**src/rtl/real_quadratic_root_solver_core_macros.svh**
```systemverilog
// Assertion macros for the quadratic root solver.
// Expects clk_i and rst_ni in the scope where a macro is used.
`ifndef REAL_QUADRATIC_ROOT_SOLVER_CORE_MACROS_SVH
`define REAL_QUADRATIC_ROOT_SOLVER_CORE_MACROS_SVH
// Plain property check, disabled during reset.
`define RQRS_ASSERT(lbl, prop, msg) \
  lbl: assert property (@(posedge clk_i) disable iff (!rst_ni) (prop)) else $error(msg);
// Implication check, disabled during reset.
`define RQRS_ASSERT_IMP(lbl, ante, cons, msg) \
  lbl: assert property (@(posedge clk_i) disable iff (!rst_ni) (ante) |-> (cons)) \
    else $error(msg);
`endif

```
**src/rtl/rqrs_div_cell.sv**
```systemverilog
// One quotient-bit cell of the two-lane pipelined restoring divider.
// No package dependencies.
module rqrs_div_cell #(
  parameter int unsigned NUM_W = 50,
  parameter int unsigned DEN_W = 34,
  parameter int unsigned SB_W  = 1
) (
  input  logic             clk_i,
  input  logic             rst_ni,
  input  logic             valid_i,
  input  logic [NUM_W-1:0] num_i [2],
  input  logic [DEN_W-1:0] rem_i [2],
  input  logic [NUM_W-1:0] quo_i [2],
  input  logic [DEN_W-1:0] den_i [2],
  input  logic [SB_W-1:0]  sb_i,
  output logic             valid_o,
  output logic [NUM_W-1:0] num_o [2],
  output logic [DEN_W-1:0] rem_o [2],
  output logic [NUM_W-1:0] quo_o [2],
  output logic [DEN_W-1:0] den_o [2],
  output logic [SB_W-1:0]  sb_o
);

  logic [DEN_W:0]   remx  [2];
  logic [DEN_W:0]   diff  [2];
  logic             ge    [2];
  logic [DEN_W-1:0] rem_d [2];
  logic [NUM_W-1:0] quo_d [2];
  logic [NUM_W-1:0] num_d [2];
  logic             valid_q;
  logic [SB_W-1:0]  sb_q;

  // Shift in the next dividend bit and subtract the divisor when it fits.
  always_comb begin
    for (int k = 0; k < 2; k++) begin
      remx[k]  = {rem_i[k], num_i[k][NUM_W-1]};
      diff[k]  = remx[k] - {1'b0, den_i[k]};
      ge[k]    = remx[k] >= {1'b0, den_i[k]};
      rem_d[k] = ge[k] ? diff[k][DEN_W-1:0] : remx[k][DEN_W-1:0];
      quo_d[k] = {quo_i[k][NUM_W-2:0], ge[k]};
      num_d[k] = {num_i[k][NUM_W-2:0], 1'b0};
    end
  end

  always_ff @(posedge clk_i or negedge rst_ni) begin
    if (!rst_ni) begin
      valid_q <= 1'b0;
    end else begin
      valid_q <= valid_i;
    end
  end

  always_ff @(posedge clk_i) begin
    for (int k = 0; k < 2; k++) begin
      num_o[k] <= num_d[k];
      rem_o[k] <= rem_d[k];
      quo_o[k] <= quo_d[k];
      den_o[k] <= den_i[k];
    end
    sb_q <= sb_i;
  end

  assign valid_o = valid_q;
  assign sb_o    = sb_q;

endmodule

```
**config.mk**
```make
export PLATFORM = sky130hd
export DESIGN_NAME = rqrs_div_cell
export DESIGN_NICKNAME = d
export VERILOG_FILES = /design/src/rtl/real_quadratic_root_solver_core_macros.svh /design/src/rtl/rqrs_div_cell.sv
export SDC_FILE = /design/constraint.sdc
export NUM_CORES = 1
export LEC_CHECK = 0
export ABC_AREA = 1
export ABC_CLOCK_PERIOD_IN_PS = 800
export BUFFER_PORTS_ARGS = -buffer_cell sky130_fd_sc_hd__clkbuf_2
export CAP_MARGIN = 20
export CORE_AREA = 5 5 262 264
export CTS_CLUSTER_DIAMETER = 40
export DETAILED_ROUTE_END_ITERATION = 8
export DIE_AREA = 0 0 267 269
export GPL_TIMING_DRIVEN = 0
export PLACE_DENSITY = 0.47
export SYNTH_ARGS = -nofsm -noshare
export SYNTH_HDL_FRONTEND = slang
export SYNTH_SLANG_ARGS = --single-unit
```
**constraint.sdc**
```tcl
create_clock -name clk_i -period 0.8 [get_ports clk_i]
set_input_delay 0.16 -clock clk_i [delete_from_list [all_inputs] [get_ports clk_i]]
set_output_delay 0.16 -clock clk_i [all_outputs]
set_load 0.05 [all_outputs]
```
# Yosys cells after proc, flatten, opt, wreduce, memory -nomap -nowiden

Index checks and enable logic that the tools add are counted.
W data, S select, Z words.

Bits in writable memories: 0
Memories kept: 0
Output and inout port bits: 338
Input bits: 340
Memory bits (read-only): 0
Latch bits: 0
Bits in registers: 336
Word-level logic and storage cells: 16

Order comparisons: 2
Reduce and logical (&&, ||, !) cells: 0
Equal/unequal tests: 0
Multiply operators: 0
Mux-type cells: 2
Add/sub/neg operators: 2
Bitwise gates (word level): 0
Shift operators: 0
Divide/modulo/power cells: 0

Operator list:

| operator         | count |
|---|---|
| $ge A35 B34 Y1   | 2 |
| $mux W34         | 2 |
| $sub A34 B34 Y34 | 2 |

# Logic depth before layout (Yosys ltp)

Depth in word-level cells: 2
Gate-level depth with buffers: 16
Gate-level depth less buffers: 15

# Least setup slack after synthesis

Ideal clock, no wire load.

Path type: in2reg
From: in num_i[49] (netlist bit)
To: reg rem_o[20] (netlist bit)
Buffers on the path: 0
Data arrival time: 1.669 ns
Stages on the path: 14
Required time: 0.687 ns
Setup time: 0.113 ns
Setup slack: -0.983 ns
Cells stage by stage: inv_1 > ha_1 > inv_1 > fa_1 > nand3_1 > nand3_1 > nand2_1 > nand2_1 > nand2_1 > nand2_1 > nand3_1 > nand3b_1 > nand3_1 > nand2_1

RTL lines:

| element                        | RTL line            | text |
|---|---|---|
| start: declaration             | rqrs_div_cell.sv:11 | `input logic [NUM_W-1:0] num_i [2],` |
| end signal: indexed assignment | rqrs_div_cell.sv:56 | `rem_o[k] <= rem_d[k];` |
| end: declaration               | rqrs_div_cell.sv:18 | `output logic [DEN_W-1:0] rem_o [2],` |

==> run summary <==
Mean area per synthesized cell - 7.98 um2
Register area share after synthesis - 52.2%
Port Buf Inserts - 673
Gr usage total - 18.1%
Initial antenna violation count - 9
Cell mode on critical path - nand2_4
Crit-path max FO - 5
Commonest register cell after synthesis - dfxtp_1
DP Wirelength - 45,900 um
Root buffer cell - clkbuf_16
Number of max-cap violations - 0
CTS clock-pin slew for the worst setup and hold paths - 0.06 ns
GRT busiest layer - met2
Synth async-reset ratio - 0.298%
Final number of max-transition violations - 0
Initial Utilization - 19.5%
Fillcell total - 5,465
Min-delay worst type - in2reg
Die area - 71,800 um2
Via count - 15,292
Via-to-Cell Ratio - 4.07
Global Route met1 Usage - 19.6%
Global-route wire length before repair - 101,000 um
Largest net degree at the start of global routing - 17
Endpoint class of the critical path - register
Final worst slack - -0.556 ns
Period utilization - 170%
Core Region - 66,300 um2
Die Wd - 267 um
Setup violations, final - 406
EDFF count, synth - 0
P&R area growth vs syn - 164%
TritonCTS clock tree - yes
CTS Sinks - 336
Clock buffer depth - 3
Critical Setup Path Class - in2reg
Top-Level Pins - 678
FMAX - 0.737 GHz
Remaining DRCs - 0
Setup TNS - -188.65 ns
CP startpoint kind - input pin
Worst path slowest cell - or2_2
Outcome - complete, but fails checks
Fin util - 51.4%
Peak supply drop - 0.00225 V
Share of cells above drive strength 1 - 64.5%
DR pass1 iterations - 5
Synth unique cells - 33
H-tree Lvls - 2
P_leak - 16.2 nW
Mapped Area - 12,900 um2
Cell Pwr Density - 1980 nW/um2
CP top delay family - simple AND/OR/NAND/NOR gates
WL/cell - 18.8 um
Min-Delay Path Depth - 4
Final WL - 70,500 um
Syn. warnings - 0
Largest stage delay on the critical path - 0.26 ns
Critical path cell sequence - clkbuf_2 > inv_1 > ha_4 > or2_2 > a21oi_1 > o21ai_2 > a21oi_4 > nand2_8 > inv_12 > buf_12 > nand2_4 > nand2_4
Share of the synthesized area in the top cell type - 52.0%
Seq cells post-synth - 336
RSZ-0062 raised after global routing - true
Row cnt - 95
Worst EP required - 1.33 ns
Buffers & Inverters on Critical Path - 4
Layout net count - 3,243
Crit path arrival time - 1.89 ns
Number of global-route vias before repair - 16,592
Crit path depth - 12
Grt ovf - 0
Final Critical Period - 1.36 ns
Hold Vio Cnt, Final - 0
Cell accounting for the most synthesized area - dfxtp_1
Die height - 269 um
Most frequent cell after synthesis - nand2_1
GP Congestion - 0.964
Routed Antenna Nets - 0
Routing usage on met2 - 33.5%
Synth Instances - 1,617
Failing checks - negative setup slack
Top cells by area, synth - dfxtp_1 (52%), nand2_1 (16%), inv_1 (7.4%)
Initial DRC Count - 565
Met3 Track Usage GR - 4.74%
Top cells by instance count after synthesis - nand2_1 (555), dfxtp_1 (335), inv_1 (256)
CTS Buf Count - 54
## final timing paths
kind	start	endpoint	slack (ns)
max in group asynchronous	rst_ni	valid_o	0.25
hold / removal	rem_i[0]	rem_o[1]	0.04
min in group asynchronous	rst_ni	valid_o	0.44
setup / recovery	den_i[67]	rem_o[42]	-0.56
## tightest hold or removal path: stages
cell and delay (ns):
clkbuf_2 0.14, fa_2 0.22, nand2_2 0.05, nand2_1 0.04
## kinds of logic after synthesis
family,Yosys count,synth area share (%)
fa+ha+maj,70,6.90
flops,336,52.2
simple gates,813,26.2
buf+inv,277,8.88
xor+xnor,36,2.44
other cells,1,0.0291
compound gates,84,3.39
## per-layer routing
layer	vias up	wire length, um
li1	7397	-
met1	7181	25900
met2	568	37000
met3	144	4850
met4	2	2800
met5	-	13
## state kept, by name, indices dropped and copies added (netlist names)
signal,count
den_o,68
sb_o,1
num_o,98
valid_o,1
rem_o,68
quo_o,100
## cell usage in the layout (no fill, tap or decap), types with 13 or more instances in the layout
cell           netlist  layout
nand3b_1            13      13
clkbuf_16            0     315
a21oi_1             53      34
buf_4                5     126
nand2_2             28     181
nand3_4              0      17
inv_2                5      46
nand2_1            555     287
xor2_1              31      30
buf_8                1     102
ha_4                 0      67
o21ai_0             25      13
nor2_1             109      64
inv_1              256     179
buf_6                7      23
clkbuf_8             0      14
nor2_2               6      17
nor2_4               2      36
nand3_2              2      27
dlygate4sd3_1        0     339
nand2_4              3     115
dfxtp_2              0     333
inv_4                1      27
nand3_1             70      28
clkbuf_2             0     286
buf_12               1      18
## where the power goes
part           total (mW)  switching (mW)  internal (mW)  leakage, nW
Sequential           19.6            1.07           18.5         2.84
Combinational        23.6            12.2           11.4         12.5
Clock                24.4            9.59           14.8        0.922
Total                67.5            22.8           44.7         16.2
## what timing repair did
item / in CTS / in global routing
setup buffers: 96 / 49
pin swaps: 162 / 181
setup endpoints to repair: 406 / 406
hold endpoints to repair: 335 / 4
hold buffers: 333 / 6
cloned: 14 / 0
resized for setup: 1615 / 461
## final cells by class
type,count,area (um2),share of cell area (%)
Antenna cell,7,17.5,0.0514
Buffer,12,190,0.558
Clock buffer,62,1420,4.17
Clock inverter,37,485,1.42
Inverter,263,1160,3.42
Multi-Input combinational cell,1007,8050,23.6
Sequential cell,336,7160,21.0
Tap cell,873,1090,3.21
Timing Repair Buffer,1158,14500,42.5
Timing Repair inverter,1,11.3,0.0330
## stage by stage
stage               total power [mW]  hold slack, ns  cells  setup WS, ns  instance area (um2)
global route                    70.1          0.0416   3755        -0.569                34100
CTS                             66.0          -0.327   3705        -0.555                32600
finish                          67.5          0.0400   3756        -0.556                34100
detailed placement              32.7         -0.0642   3164         -1.58                18500
floorplan                       28.4          -0.136   1618        -0.774                14100
global placement                32.7         -0.0655   3164         -1.57                18500
(Power assumes the default switching activity.)
