## config.mk

```make
export PLATFORM = sky130hd
export DESIGN_NAME = rqrs_sqrt_cell
export DESIGN_NICKNAME = d
export VERILOG_FILES = /design/src/rtl/real_quadratic_root_solver_core_macros.svh /design/src/rtl/rqrs_sqrt_cell.sv
export SDC_FILE = /design/constraint.sdc
export NUM_CORES = 1
export LEC_CHECK = 0
export ABC_AREA = 1
export BUFFER_PORTS_ARGS = -buffer_cell sky130_fd_sc_hd__buf_2
export CORE_MARGIN = 2
export CORE_UTILIZATION = 50
export DETAILED_ROUTE_END_ITERATION = 10
export PLACE_DENSITY = 0.84
export REMOVE_ABC_BUFFERS = 1
export SLEW_MARGIN = 20
export SYNTH_ARGS = -nofsm -noshare
export SYNTH_HDL_FRONTEND = slang
export SYNTH_SLANG_ARGS = --single-unit
```

## constraint.sdc

```tcl
create_clock -name clk_i -period 0.8 [get_ports clk_i]
set_clock_uncertainty 0.15 [all_clocks]
set_input_delay 0.04 -clock clk_i [delete_from_list [all_inputs] [get_ports clk_i]]
set_output_delay 0.04 -clock clk_i [all_outputs]
set_load 0.01 [all_outputs]
```

## src/rtl/real_quadratic_root_solver_core_macros.svh

```systemverilog
// Assertion macros for the quadratic root solver.
// Expects clk_i and rst_ni in the scope where a macro is used.
`ifndef REAL_QUADRATIC_ROOT_SOLVER_CORE_MACROS_SVH
`define REAL_QUADRATIC_ROOT_SOLVER_CORE_MACROS_SVH
// Plain property check, disabled during reset.
`define RQRS_ASSERT(lbl, prop, msg) \
  lbl: assert property (@(posedge clk_i) disable iff (!rst_ni) (prop)) else $error(msg);
// Implication check, disabled during reset.
`define RQRS_ASSERT_IMP(lbl, ante, cons, msg) \
  lbl: assert property (@(posedge clk_i) disable iff (!rst_ni) (ante) |-> (cons)) \
    else $error(msg);
`endif

```

## src/rtl/rqrs_sqrt_cell.sv

```systemverilog
// One digit cell of the pipelined floor square root: one result bit per cell.
// No package dependencies.
module rqrs_sqrt_cell #(
  parameter int unsigned RAD_W = 68,
  parameter int unsigned SB_W  = 1
) (
  input  logic                   clk_i,
  input  logic                   rst_ni,
  input  logic                   valid_i,
  input  logic [RAD_W-1:0]       rad_i,
  input  logic [RAD_W/2:0]       rem_i,
  input  logic [RAD_W/2-1:0]     root_i,
  input  logic [SB_W-1:0]        sb_i,
  output logic                   valid_o,
  output logic [RAD_W-1:0]       rad_o,
  output logic [RAD_W/2:0]       rem_o,
  output logic [RAD_W/2-1:0]     root_o,
  output logic [SB_W-1:0]        sb_o
);

  localparam int unsigned ROOT_W = RAD_W / 2;
  localparam int unsigned REM_W  = ROOT_W + 1;

  logic [REM_W+1:0]  remx;
  logic [REM_W+1:0]  trial;
  logic [REM_W+1:0]  diff;
  logic              ge;
  logic [REM_W-1:0]  rem_d;
  logic [ROOT_W-1:0] root_d;
  logic [RAD_W-1:0]  rad_d;
  logic              valid_q;
  logic [RAD_W-1:0]  rad_q;
  logic [REM_W-1:0]  rem_q;
  logic [ROOT_W-1:0] root_q;
  logic [SB_W-1:0]   sb_q;

  // Bring down the next radicand pair and try root*4+1.
  always_comb begin
    remx   = {rem_i, rad_i[RAD_W-1 -: 2]};
    trial  = {1'b0, root_i, 2'b01};
    diff   = remx - trial;
    ge     = remx >= trial;
    rem_d  = ge ? diff[REM_W-1:0] : remx[REM_W-1:0];
    root_d = {root_i[ROOT_W-2:0], ge};
    rad_d  = {rad_i[RAD_W-3:0], 2'b00};
  end

  always_ff @(posedge clk_i or negedge rst_ni) begin
    if (!rst_ni) begin
      valid_q <= 1'b0;
    end else begin
      valid_q <= valid_i;
    end
  end

  always_ff @(posedge clk_i) begin
    rad_q  <= rad_d;
    rem_q  <= rem_d;
    root_q <= root_d;
    sb_q   <= sb_i;
  end

  assign valid_o = valid_q;
  assign rad_o   = rad_q;
  assign rem_o   = rem_q;
  assign root_o  = root_q;
  assign sb_o    = sb_q;

endmodule

```

==> results.sh, run 1 <==
export IMPL_outcome="did not finish"
export IMPL_lastStage="4_1_cts"
export IMPL_firstError="[ERROR DPL-0038] Utilization greater than 100%, impossible to legalize"
export IMPL_ys_async_sr_fraction=0.007299
export IMPL_yosysMostFrequentCell="nand2_1"
export IMPL_port_buffers=277
export IMPL_hpwl_mm=16.21
export IMPL_cts_max_level=4
export IMPL_synth_edf_count=0
export IMPL_cts_inserted_buffers=17
export IMPL_cts_root_buffer="clkbuf_16"
export IMPL_ys_ff_latch=137
export IMPL_synthFlopType="dfxtp_1"
export IMPL_gp_congestion=0.9126
export IMPL_dpl_instance_area_mm2=0.008967
export IMPL_placementRows=41
export IMPL_synth_area_per_cell_um2=7.786
export IMPL_ctsResizeCount=286
export IMPL_synth_distinct_cells=36
export IMPL_synth_area_leader_cell="dfxtp_1"
export IMPL_die_w_um=116.5
export IMPL_dieHeight_um=116.5
export IMPL_synth_top_area_share=0.4306
export IMPL_initial_core_util=0.5072
export IMPL_clkSinkCount=137
export IMPL_dpl_worst_slack_ns=-1.300
export IMPL_ys_warnings_count=0
export IMPL_synthTopCellsByArea="dfxtp_1, nand2_1, inv_1"
export IMPL_synthCells=812
export IMPL_ios=280
export IMPL_postCtsSetupBuffers=36
export IMPL_netlist_area_mm2=0.006322
export IMPL_cts_buffer_depth=2
export IMPL_yosys_top_cells_count="nand2_1, dfxtp_1, inv_1"
export IMPL_ys_seq_area_frac=0.4346
export IMPL_hold_buffers=129
[cells by family after synthesis]
family          after synthesis  share of synthesized area
compound gates               41                    0.03721
xor+xnor                     17                    0.02355
simple gates                438                     0.3341
fa+ha+maj                    36                    0.07124
buf+inv                     142                    0.09875
flops                       137                     0.4346
other cells                   1                  0.0005931
[per-stage QoR]
stage / instances / utilization / hold slack, ns
2_1_floorplan: 800 / - / -0.4056
3_3_place_gp: 1396 / 0.7194 / -0.3360
3_5_place_dp: 1396 / 0.7194 / -0.3339
==> inputs of run 2 (changes only) <==
--- a/config.mk
+++ b/config.mk
@@ -8,9 +8,9 @@
 export ABC_AREA = 1
 export BUFFER_PORTS_ARGS = -buffer_cell sky130_fd_sc_hd__buf_2
 export CORE_MARGIN = 2
-export CORE_UTILIZATION = 50
+export CORE_UTILIZATION = 35
 export DETAILED_ROUTE_END_ITERATION = 10
-export PLACE_DENSITY = 0.84
+export PLACE_DENSITY_LB_ADDON = 0.15
 export REMOVE_ABC_BUFFERS = 1
 export SLEW_MARGIN = 20
 export SYNTH_ARGS = -nofsm -noshare
==> run 2 against run 1 <==
Net effect:
- the flow now finishes, with violations (negative hold slack, negative setup slack)
- synthesized cell count unchanged
- area after synthesis unchanged
==> results.sh, run 2 <==
export IMPL_p_per_area_mw_per_mm2=1717
export IMPL_syn_to_final_growth_pct=105.9
export IMPL_min_delay_start="rem_i[18]"
export IMPL_wl_per_cell_um=15.19
export IMPL_grt_max_degree=18
export IMPL_setup_viol=173
export IMPL_fin_ws_ns=-0.6701
export IMPL_cts_inserted_buffers=17
export IMPL_fmax_mhz=680.2
export IMPL_synth_area_leader_cell="dfxtp_1"
export IMPL_arrival_ns=1.63
export IMPL_synth_distinct_cells=36
export IMPL_cts_buffer_depth=2
export IMPL_first_pass_iters=4
export IMPL_vias_per_cell=4.466
export IMPL_yosysMostFrequentCell="nand2_1"
export IMPL_ios=280
export IMPL_initial_core_util=0.3544
export IMPL_fillers=1282
export IMPL_wl_mm=25.08
export IMPL_fin_crit_ns=1.470
export IMPL_die_w_um=138.4
export IMPL_synth_edf_count=0
export IMPL_core_area_mm2=0.01784
export IMPL_synth_top_area_share=0.4306
export IMPL_die_area_mm2=0.01915
export IMPL_drt_iter0_drc=247
export IMPL_dieHeight_um=138.4
export IMPL_cp_max_fo=5
export IMPL_drc=0
export IMPL_layout_commonest_cell="nand2_1"
export IMPL_grt_first_pass_wirelength_mm=37.58
export IMPL_ys_warnings_count=0
export IMPL_dp_cells=1445
export IMPL_hold_violations=11
export IMPL_setup_tns_ns=-54.92
export IMPL_yosys_top_cells_count="nand2_1, dfxtp_1, inv_1"
export IMPL_grt_pass1_vias=7446
export IMPL_finalInstanceArea_mm2=0.01302
export IMPL_cts_root_buffer="clkbuf_16"
export IMPL_worstSetupEndpointType="register"
export IMPL_ant_nets=0
export IMPL_nets=1585
export IMPL_synth_area_per_cell_um2=7.786
export IMPL_crit_required_ns=0.96
export IMPL_ys_ff_latch=137
export IMPL_ys_seq_area_frac=0.4346
export IMPL_outcome="finished, violations left"
export IMPL_dpl_instance_area_mm2=0.008966
export IMPL_hpwl_mm=15.94
export IMPL_clk_pin_slew_worst_paths_ns=0.07
export IMPL_placementRows=49
export IMPL_slew_viol_final=0
export IMPL_cts_max_level=4
export IMPL_peakVddDrop_v=0.001418
export IMPL_startpoint_type="input port"
export IMPL_port_buffers=277
export IMPL_ys_async_sr_fraction=0.007299
export IMPL_cp_startpoint="rem_i[7]"
export IMPL_leakage_nw=6.506
export IMPL_rsz0062_at_grt="yes"
export IMPL_layout_common_cells="nand2_1, buf_2, buf_4"
export IMPL_layout_cells_non_filler=1651
export IMPL_crit_type="input port to register"
export IMPL_min_delay_path_class="input port to register"
export IMPL_timing_final_crit_share=1.838
export IMPL_grt_overflow_total=0
export IMPL_violations="negative hold slack, negative setup slack"
export IMPL_hold_slack_ns=-0.3068
export IMPL_synthTopCellsByArea="dfxtp_1, nand2_1, inv_1"
export IMPL_largest_reg_flops=66
export IMPL_drive_gt1_frac=0.5672
export IMPL_netlist_area_mm2=0.006322
export IMPL_antenna_found_initial=1
export IMPL_cts_tree="yes"
export IMPL_clkSinkCount=137
export IMPL_synthCells=812
export IMPL_grt_usage=0.2440
export IMPL_vias=7374
export IMPL_synthFlopType="dfxtp_1"
export IMPL_drv_cap=0
export IMPL_gp_congestion=0.8749
[run 2: worst paths after layout]
check	to	cells past startpoint
worst max-delay path	rem_o[21]	15
worst min-delay path	rem_o[20]	3
max in group asynchronous	valid_o	3
min in group asynchronous	valid_o	3
[run 2: kinds of logic (layout without fill, tap and decap cells)]
group           Yosys count  count (layout)  share of synthesized area
buf+inv                 142             750                    0.09875
simple gates            438             438                     0.3341
fa+ha+maj                36              36                    0.07124
compound gates           41              41                    0.03721
flops                   137             137                     0.4346
other cells               1               3                  0.0005931
xor+xnor                 17              17                    0.02355
[run 2: cell type report]
cell class              instances  area (um^2)  share of cell area
multi-input cells             534         3945              0.3030
clock inverters                14        125.1            0.009611
clock buffers                  18        429.2             0.03297
well taps                     229        286.5             0.02201
inverters                     129        501.7             0.03854
flip-flops and latches        137         2835              0.2178
repair buffers                589         4893              0.3759
diodes                          1        2.502           0.0001922
[run 2: per-layer routing]
layer,GRT usage,part of all wire,vias to the layer above
met5,0,0,-
met4,0.08056,0.027,0
met3,0.05092,0.048,43
met2,0.4487,0.52,228
met1,0.2814,0.40,3390
li1,-,-,3713
[run 2: where the power goes]
part,switching (mW),internal (mW)
Combinational,3.27,3.79
Clock,3.45,4.08
Sequential,0.234,7.51
Total,6.96,15.4
[run 2: worst max-delay path: stages]
cell and delay, ns:
buf_4 0.12, ha_4 0.31, nand2_4 0.08, nor2_4 0.14, nand2_1 0.07, nand2_1 0.07
inv_1 0.05, nand2_2 0.07, nand2_2 0.08, nand2_2 0.09, nand2_4 0.08, buf_6 0.14
buf_12 0.14, nand3_1 0.07, nand2_1 0.06
[run 2: repair_timing]
item	CTS	global route
gates resized for setup	225	221
hold endpoints to repair	137	12
gates cloned	4	0
pin swaps	34	58
setup buffers	28	8
hold buffers	132	4
endpoints found under the setup margin	173	173
[run 2: per-stage QoR]
step / setup WS (ns) / utilization / total power, mW
2_1_floorplan: -1.536 / - / 10.09
3_3_place_gp: -1.246 / 0.5026 / 12.52
3_5_place_dp: -1.290 / 0.5026 / 12.56
4_1_cts: -0.6228 / 0.6822 / 21.64
5_1_grt: -0.7392 / 0.7297 / 23.44
6_report: -0.6701 / 0.7297 / 22.35
Power figures use the tool's default switching activity.
